==> config.mk <==
export PLATFORM = sky130hd
export DESIGN_NAME = battery_voltage_monitor
export DESIGN_NICKNAME = d
export VERILOG_FILES = /design/src/sv/bvm_pkg.sv /design/src/sv/battery_voltage_monitor.sv
export SDC_FILE = /design/constraint.sdc
export NUM_CORES = 1
export LEC_CHECK = 0
export BUFFER_PORTS_ARGS = -buffer_cell sky130_fd_sc_hd__buf_4
export CORE_MARGIN = 2
export CORE_UTILIZATION = 26
export CTS_CLUSTER_SIZE = 28
export DETAILED_ROUTE_END_ITERATION = 16
export PLACE_DENSITY = 0.41
export SYNTH_ARGS = -nofsm -noshare
export SYNTH_HDL_FRONTEND = slang
export SYNTH_SLANG_ARGS = --single-unit
==> constraint.sdc <==
create_clock -name i_clk -period 8.4 [get_ports i_clk]
set_input_delay 1.68 -clock i_clk [delete_from_list [all_inputs] [get_ports i_clk]]
set_output_delay 1.68 -clock i_clk [all_outputs]
set_load 0.03 [all_outputs]
==> src/sv/bvm_pkg.sv <==
`timescale 1ns / 1ps

package bvm_pkg;

    localparam int SampleW         = 12;
    localparam int SamplesPerBurst = 8;   // power of two: the average is a shift
    localparam int BurstBits       = $clog2(SamplesPerBurst);
    localparam int SumW            = SampleW + BurstBits;
    localparam int MvW             = 16;
    localparam int CfgW            = 12;
    localparam int CfgIdxW         = 8;
    localparam int PctW            = 7;
    localparam int SegW            = 13;  // widest segment product: 149 * 30

    localparam logic [CfgIdxW-1:0] CfgDividerGain = CfgIdxW'(0);
    localparam logic [CfgIdxW-1:0] CfgMaxSpread   = CfgIdxW'(1);

    localparam logic [CfgW-1:0] GainReset   = CfgW'(512);
    localparam logic [CfgW-1:0] SpreadReset = CfgW'(100);

    localparam logic [MvW-1:0] PlausibleLo = MvW'(3000);
    localparam logic [MvW-1:0] PlausibleHi = MvW'(4500);

    localparam logic [MvW-1:0] KneeFull = MvW'(4150);
    localparam logic [MvW-1:0] Knee85   = MvW'(4000);
    localparam logic [MvW-1:0] Knee60   = MvW'(3850);
    localparam logic [MvW-1:0] Knee30   = MvW'(3700);
    localparam logic [MvW-1:0] Knee10   = MvW'(3550);
    localparam logic [MvW-1:0] KneeEmpty = MvW'(3300);

    // floor(x / 150) == (x * Recip150) >> RecipShift for every x below 2^SegW
    localparam int RecipShift = 20;
    localparam int Recip150   = 6991;
    localparam int RecipW     = SegW + 13;

    typedef struct packed {
        logic [PctW-1:0] base;
        logic [SegW-1:0] x;     // offset into the segment times its slope numerator
    } t_lipo_seg;

    // Every segment slope is written as num / 150; the lowest one (10 / 250) is 6 / 150.
    function automatic t_lipo_seg lipo_segment(input logic [MvW-1:0] mv);
        logic [MvW-1:0] d;
        logic [4:0]     num;
        t_lipo_seg      s;
        d      = '0;
        num    = '0;
        s.base = '0;
        if (mv >= KneeFull) begin
            s.base = PctW'(100);
        end else if (mv >= Knee85) begin
            s.base = PctW'(85);
            d      = mv - Knee85;
            num    = 5'd15;
        end else if (mv >= Knee60) begin
            s.base = PctW'(60);
            d      = mv - Knee60;
            num    = 5'd25;
        end else if (mv >= Knee30) begin
            s.base = PctW'(30);
            d      = mv - Knee30;
            num    = 5'd30;
        end else if (mv >= Knee10) begin
            s.base = PctW'(10);
            d      = mv - Knee10;
            num    = 5'd20;
        end else if (mv >= KneeEmpty) begin
            d      = mv - KneeEmpty;
            num    = 5'd6;
        end
        s.x = SegW'(d[7:0]) * SegW'(num);
        return s;
    endfunction

    function automatic logic [PctW-1:0] lipo_finish(input t_lipo_seg s);
        logic [RecipW-1:0] p;
        p = RecipW'(s.x) * RecipW'(Recip150);
        return s.base + PctW'(p[RecipW-1:RecipShift]);
    endfunction

endpackage

==> src/sv/battery_voltage_monitor.sv <==
`timescale 1ns / 1ps

// Battery voltage monitor.
// Input channel (i_in_valid / o_in_ready / i_sample_mv): one ADC pin reading per request.
// Every eighth sample closes a burst and yields one result on the output channel
// (o_out_valid / i_out_ready): scaled average, 1/8 IIR filtered voltage, LiPo charge
// percent and a presence flag. Other samples yield nothing.
// Config channel (i_cfg_valid / o_cfg_ready, always ready): index 0 divider gain (Q8),
// index 1 max burst spread; other indexes are ignored. Write only while idle.
// Throughput: one sample per cycle while o_in_ready holds. The burst accumulator takes a
// sample each such cycle, and a five-register pipeline (average/spread, gain multiply,
// filter, segment select, reciprocal multiply) moves one burst result per cycle unless stalled.
// Output: o_out_valid is the stage-five valid, set once a burst has passed stages one to four.
// Reset: accumulators cleared, filter unprimed, gain 512, spread 100, no results pending.
// Receiver stall: each stage holds until the next frees up; samples keep being accepted
// and only the closing sample of a burst waits when the pipeline is full.
module battery_voltage_monitor (
    input  logic                        i_clk,
    input  logic                        i_rst_n,
    input  logic                        i_in_valid,
    output logic                        o_in_ready,
    input  logic [bvm_pkg::SampleW-1:0] i_sample_mv,
    output logic                        o_out_valid,
    input  logic                        i_out_ready,
    output logic [bvm_pkg::MvW-1:0]     o_burst_mv,
    output logic [bvm_pkg::MvW-1:0]     o_filtered_mv,
    output logic [bvm_pkg::PctW-1:0]    o_charge_percent,
    output logic                        o_present,
    input  logic                        i_cfg_valid,
    output logic                        o_cfg_ready,
    input  logic [bvm_pkg::CfgIdxW-1:0] i_cfg_index,
    input  logic [bvm_pkg::CfgW-1:0]    i_cfg_data
);

    localparam logic [bvm_pkg::BurstBits-1:0] LastCount =
        bvm_pkg::BurstBits'(bvm_pkg::SamplesPerBurst - 1);
    localparam int ProdW = 2 * bvm_pkg::SampleW;
    localparam int FiltW = bvm_pkg::MvW + 3;

    logic [bvm_pkg::CfgW-1:0]      r_gain, r_max_spread;
    logic [bvm_pkg::SumW-1:0]      r_sum, n_sum;
    logic [bvm_pkg::SampleW-1:0]   r_min, n_min, r_max, n_max;
    logic [bvm_pkg::BurstBits-1:0] r_count;

    logic                          r_v1, r_v2, r_v3, r_v4, r_v5;
    logic [bvm_pkg::SampleW-1:0]   r_avg1;
    logic                          r_quiet1, r_quiet2;
    logic [bvm_pkg::MvW-1:0]       r_batt2, r_batt3, r_batt4;
    logic [bvm_pkg::MvW-1:0]       r_filter_value, r_filt4;
    logic                          r_primed, r_present3, r_present4;
    bvm_pkg::t_lipo_seg            r_seg4;

    logic w_rdy1, w_rdy2, w_rdy3, w_rdy4, w_rdy5;
    logic w_accept, w_last;
    logic [bvm_pkg::SampleW-1:0]   w_spread;
    logic [ProdW-1:0]              w_prod;
    logic [FiltW-1:0]              w_filt_sum;
    logic [bvm_pkg::MvW-1:0]       n_filter;

    assign w_rdy5 = !r_v5 || i_out_ready;
    assign w_rdy4 = !r_v4 || w_rdy5;
    assign w_rdy3 = !r_v3 || w_rdy4;
    assign w_rdy2 = !r_v2 || w_rdy3;
    assign w_rdy1 = !r_v1 || w_rdy2;

    assign w_last     = (r_count == LastCount);
    assign o_in_ready = !w_last || w_rdy1;
    assign w_accept   = i_in_valid && o_in_ready;
    assign o_cfg_ready = 1'b1;

    always_comb begin
        n_sum = r_sum + bvm_pkg::SumW'(i_sample_mv);
        n_min = (i_sample_mv < r_min) ? i_sample_mv : r_min;
        n_max = (i_sample_mv > r_max) ? i_sample_mv : r_max;
    end

    assign w_spread = n_max - n_min;

    // 4095 * 4095 >> 8 stays below 65535, so the Q8 product never saturates
    assign w_prod = r_avg1 * r_gain;

    assign w_filt_sum = (FiltW'(r_filter_value) << 3) - FiltW'(r_filter_value)
                      + FiltW'(r_batt2);
    assign n_filter   = r_primed ? w_filt_sum[FiltW-1:3] : r_batt2;

    always_ff @(posedge i_clk) begin
        if (!i_rst_n) begin
            r_gain       <= bvm_pkg::GainReset;
            r_max_spread <= bvm_pkg::SpreadReset;
        end else if (i_cfg_valid) begin
            unique case (i_cfg_index)
                bvm_pkg::CfgDividerGain: r_gain       <= i_cfg_data;
                bvm_pkg::CfgMaxSpread:   r_max_spread <= i_cfg_data;
                default: ;
            endcase
        end
    end

    always_ff @(posedge i_clk) begin
        if (!i_rst_n) begin
            r_sum   <= '0;
            r_min   <= '1;
            r_max   <= '0;
            r_count <= '0;
        end else if (w_accept) begin
            if (w_last) begin
                r_sum   <= '0;
                r_min   <= '1;
                r_max   <= '0;
                r_count <= '0;
            end else begin
                r_sum   <= n_sum;
                r_min   <= n_min;
                r_max   <= n_max;
                r_count <= r_count + 1'b1;
            end
        end
    end

    always_ff @(posedge i_clk) begin
        if (!i_rst_n) begin
            r_v1 <= 1'b0;
            r_v2 <= 1'b0;
            r_v3 <= 1'b0;
            r_v4 <= 1'b0;
            r_v5 <= 1'b0;
            r_filter_value <= '0;
            r_primed       <= 1'b0;
        end else begin
            if (w_rdy1) r_v1 <= w_accept && w_last;
            if (w_rdy2) r_v2 <= r_v1;
            if (w_rdy3) r_v3 <= r_v2;
            if (w_rdy4) r_v4 <= r_v3;
            if (w_rdy5) r_v5 <= r_v4;
            if (w_rdy3 && r_v2) begin
                r_filter_value <= n_filter;
                r_primed       <= 1'b1;
            end
        end
    end

    always_ff @(posedge i_clk) begin
        if (w_rdy1 && w_accept && w_last) begin
            r_avg1   <= n_sum[bvm_pkg::SumW-1:bvm_pkg::BurstBits];
            r_quiet1 <= (w_spread <= r_max_spread);
        end
        if (w_rdy2 && r_v1) begin
            r_batt2  <= w_prod[ProdW-1:8];
            r_quiet2 <= r_quiet1;
        end
        if (w_rdy3 && r_v2) begin
            r_batt3    <= r_batt2;
            r_present3 <= r_quiet2 && (n_filter >= bvm_pkg::PlausibleLo)
                                   && (n_filter <= bvm_pkg::PlausibleHi);
        end
        if (w_rdy4 && r_v3) begin
            r_batt4    <= r_batt3;
            r_filt4    <= r_filter_value;
            r_present4 <= r_present3;
            r_seg4     <= bvm_pkg::lipo_segment(r_filter_value);
        end
        if (w_rdy5 && r_v4) begin
            o_burst_mv       <= r_batt4;
            o_filtered_mv    <= r_filt4;
            o_present        <= r_present4;
            o_charge_percent <= bvm_pkg::lipo_finish(r_seg4);
        end
    end

    assign o_out_valid = r_v5;

    a_present_plausible: assert property (@(posedge i_clk) disable iff (!i_rst_n)
        o_out_valid && o_present |->
            (o_filtered_mv >= bvm_pkg::PlausibleLo) && (o_filtered_mv <= bvm_pkg::PlausibleHi))
        else $error("present flagged with implausible filtered voltage");

    a_burst_enters_pipe: assert property (@(posedge i_clk) disable iff (!i_rst_n)
        w_accept && w_last |=> r_v1)
        else $error("closing sample accepted but no burst entered the pipeline");

    a_min_le_max: assert property (@(posedge i_clk) disable iff (!i_rst_n)
        (r_count != '0) |-> (r_min <= r_max))
        else $error("burst minimum above burst maximum");

    a_percent_range: assert property (@(posedge i_clk) disable iff (!i_rst_n)
        o_out_valid |-> (o_charge_percent <= bvm_pkg::PctW'(100)))
        else $error("charge percent above 100");

endmodule
==> impl_metrics.csv <==
group,metric,value,unit
power_and_ir_drop,p_sw,0.6941,mW
yosys,synth.area.top_cells,"edfxtp_1 (20%), fa_1 (19%), ha_1 (16%)",
timing,finalCritPeriodShare,0.8342,
worst_setup_path,cp-start-kind,"register",
die,die_area,82480,um^2
worst_setup_path,reg2reg_depth,27,
worst_setup_path,cp.required,8.72,ns
place,place_hpwl,41.56,mm
worst_setup_path,critPathMaxFanout,16,
global_route,grt_start_max_net_pins,54,
timing,layout_setup_ws,1.393,ns
worst_setup_path,r2r_end,"r_seg4[12]",
global_route,grtUsageTotal,0.1286,
global_route,grt_pass1_wl,84.90,mm
timing,relSlewSlack,0.2415,
routing,remaining_drc_errors,0,
yosys,ys.flop_type,"edfxtp_1",
clock_tree,clkLatencyLatePin,0.58,ns
worst_setup_path,r2r_slack,1.39,ns
yosys,syn_avg_cell_area,9.845,um^2
job,cap_violations,0,
place,gp_congestion,0.8457,
power_and_ir_drop,powerDensity,115.6,nW/um^2
layout,area_growth,12.71,%
die,rows,103,
clock_tree,clk_pin_slew_worst_paths,0.06,ns
global_route,antenna_found_initial,1,
routing,dr.pass1.iters,5,
clock_tree,cts_hold_buf,0,
worst_setup_path,cp-end-kind,"register",
layout,nets,2673,
clock_tree,cts_setup_buffers,0,
yosys,ys_async_sr_fraction,0,
die,io_pins,80,
layout,drive_gt1_frac,0.08067,
timing,timing.fmax,142.7,MHz
min_path,hold_end,"o_filtered_mv[9]",
timing,tightest_slew,1.136,ns
die,fp.coreArea,79260,um^2
timing,fin_setup_tns,0,ns
die,die_h,287.2,um
routing,via_per_inst,4.512,
global_route,grt-ovfl-total,0,
layout,n_antenna_cell,0,
power_and_ir_drop,vdd_drop_max,0.1340,mV
worst_setup_path,crit_type,"reg -> reg",
routing,wire_per_inst,16.08,um
routing,wl,52.15,mm
power_and_ir_drop,cellInternalPower,2.023,mW
global_route,grt_pass1_vias,15310,
place,place_inst,3194,
timing,maxSlewViolCount,0,
power_and_ir_drop,p_seq_frac,0.445,
yosys,synthesis.nets,2618,
place,place_ws,1.430,ns
yosys,synth_top_area_frac,0.2016,
yosys,synth-warning-count,0,
power_and_ir_drop,totalPowerFinal,2.717,mW
place,io_buffers,78,
routing,route.met3.wl,2.009,mm
min_path,min-delay-path-class,"reg -> reg",
clock_tree,cts_tree,"done",
clock_tree,cts-root-buf,"clkbuf_16",
timing,whs,0.4165,ns
layout,stdcell_count,3244,
clock_tree,h-tree-depth,1,
power_and_ir_drop,comb_power_share,0.119,
clock_tree,clk_path_buf_depth,3,
timing,setup-violations-final,0,
timing,fin_crit,7.007,ns
power_and_ir_drop,p_leak,10.73,nW
die,initial_core_util,0.2631,
routing,drt-met1-wl,24.47,mm
routing,highest_layer,"met4",
yosys,synth_cell_type_count,85,
clock_tree,cts_made_buffers,27,
yosys,yosysTopAreaCell,"edfxtp_1",
routing,num_vias,14640,
yosys,synthCells,2118,
yosys,syn_area,20850,um^2
clock_tree,ctsResizeCount,0,
run_status,status,"finished, final reports clean",
routing,ant_nets,0,
worst_setup_path,worstPathArrival,7.33,ns
yosys,ys_seq_area_frac,0.2861,
yosys,synth_edf_count,140,
timing,finalClockSkew,0.02943,ns
min_path,worstHoldStart,"r_filt4[9]",
die,fp.dieW,287.2,um
min_path,holdPathStages,0,
yosys,ys_ff_latch,228,
power_and_ir_drop,p_sw_frac,0.2555,
routing,first_iter_violations,703,
power_and_ir_drop,p_clk_frac,0.436,
timing,rsz0062_at_grt,"no",
routing,wl_met2,24.70,mm
clock_tree,clock_sinks,228,
timing,final_hold_viol_count,0,
worst_setup_path,r2r_start,"r_filter_value[3]",
power groups by stage:
stage	logic, mW	clock network (mW)	registers (mW)
after floorplan	0.228	0	1.23
after global placement	0.322	0	1.23
after detailed placement	0.326	0	1.23
after CTS	0.329	1.24	1.21
after global routing	0.368	1.27	1.21
final	0.324	1.18	1.21
synthesized netlist by cell type (all sizes together) (10+ instances only):
cell type  number
a21o           25
mux2           10
a22oi          19
a31oi          15
edfxtp        140
xnor2          45
nor2          139
nand4          10
xor2           26
nand3          19
nand2b         19
dfxtp          88
inv           375
a211oi         26
buf            11
a21oi          77
nor3           21
and2           55
mux2i          42
o21a           20
clkbuf         53
o21ai          66
nor2b          37
ha            262
fa            201
nand2         193
a21boi         12
how the worst max path moves through the flow:
stage | end | from | depth (start not counted) | slack, ns
finish | r_seg4[12] | r_filter_value[3] | 27 | 1.39
global route | r_seg4[12] | r_filter_value[3] | 27 | 0.78
CTS | r_seg4[12] | r_filter_value[3] | 27 | 1.41
detailed placement | r_seg4[12] | r_filter_value[3] | 27 | 1.43
global placement | r_seg4[12] | r_filter_value[3] | 27 | 1.56
floorplan | r_seg4[12] | r_filter_value[2] | 24 | 2.24
state kept, by name, summed over array words and instances (netlist names), 15 cells and up:
name and count:
o_filtered_mv 16, r_seg4 20, r_batt3 16, r_filter_value 16, o_burst_mv 16, r_sum 15
r_batt4 16, r_batt2 16, r_filt4 16
layer usage:
| layer | global-route usage | vias up |
|---|---|---|
| met2 | 0.2211 | 260 |
| li1 | - | 7126 |
| met4 | 0.02539 | 0 |
| met3 | 0.01675 | 54 |
| met5 | 0 | - |
| met1 | 0.1726 | 7196 |
logic make-up (layout without fill, tap and decap cells):
group,count (synthesis),in the layout,share of synthesized area
other cells,1,1,0.0001798
simple gates,538,538,0.1226
mux,52,52,0.02556
compound gates,325,325,0.1057
xor+xnor,71,71,0.02982
buf+inv,440,516,0.07980
fa+ha+maj,463,463,0.3502
flops,228,228,0.2861
critical path, cell delays in order, from the launching register on:
cell	delay, ns
dfxtp_1	0.76
inv_1	0.28
ha_1	0.28
or3b_1	0.18
a211oi_1	0.07
o311ai_0	0.38
and2_1	0.48
and2_1	0.24
nor2_1	0.07
a311oi_2	0.28
nor2_1	0.08
a22oi_2	0.32
nor2_1	0.11
fa_1	0.48
fa_1	0.54
inv_1	0.05
fa_1	0.53
inv_1	0.04
ha_1	0.33
a21oi_1	0.22
o21bai_1	0.09
a21oi_1	0.24
nor2b_1	0.08
o21a_1	0.18
o21ai_0	0.15
nand2b_1	0.07
a21oi_1	0.16
xor2_1	0.09
cells in the final DEF, fill, tap and decap left out, drive strengths merged, types with 21 or more instances in the layout:
cell type,synthesis,routed
dfxtp,88,88
edfxtp,140,140
ha,262,262
clkbuf,53,37
and2,55,55
a21oi,77,77
xor2,26,26
fa,201,201
nor3,21,21
inv,375,378
nand2,193,193
nor2,139,139
a21o,25,25
a211oi,26,26
nor2b,37,37
o21ai,66,66
xnor2,45,45
mux2i,42,42
buf,11,90
final cells by class:
class                   instances  area [um^2]
fillers                      8311        55750
well taps                    1050         1314
clock buffers                  37        743.2
repair buffers                 90        675.6
multi-input cells            1450        13250
inverters                     376         1411
clock inverters                13        145.1
flip-flops and latches        228         5966
through the flow:
stage	util	area [um^2]
after global routing	0.2966	23500
after floorplan	-	20850
after CTS	0.2966	23500
after global placement	0.2853	22620
after detailed placement	0.2853	22620
final	0.2966	23500
Power figures use the tool's default switching activity.
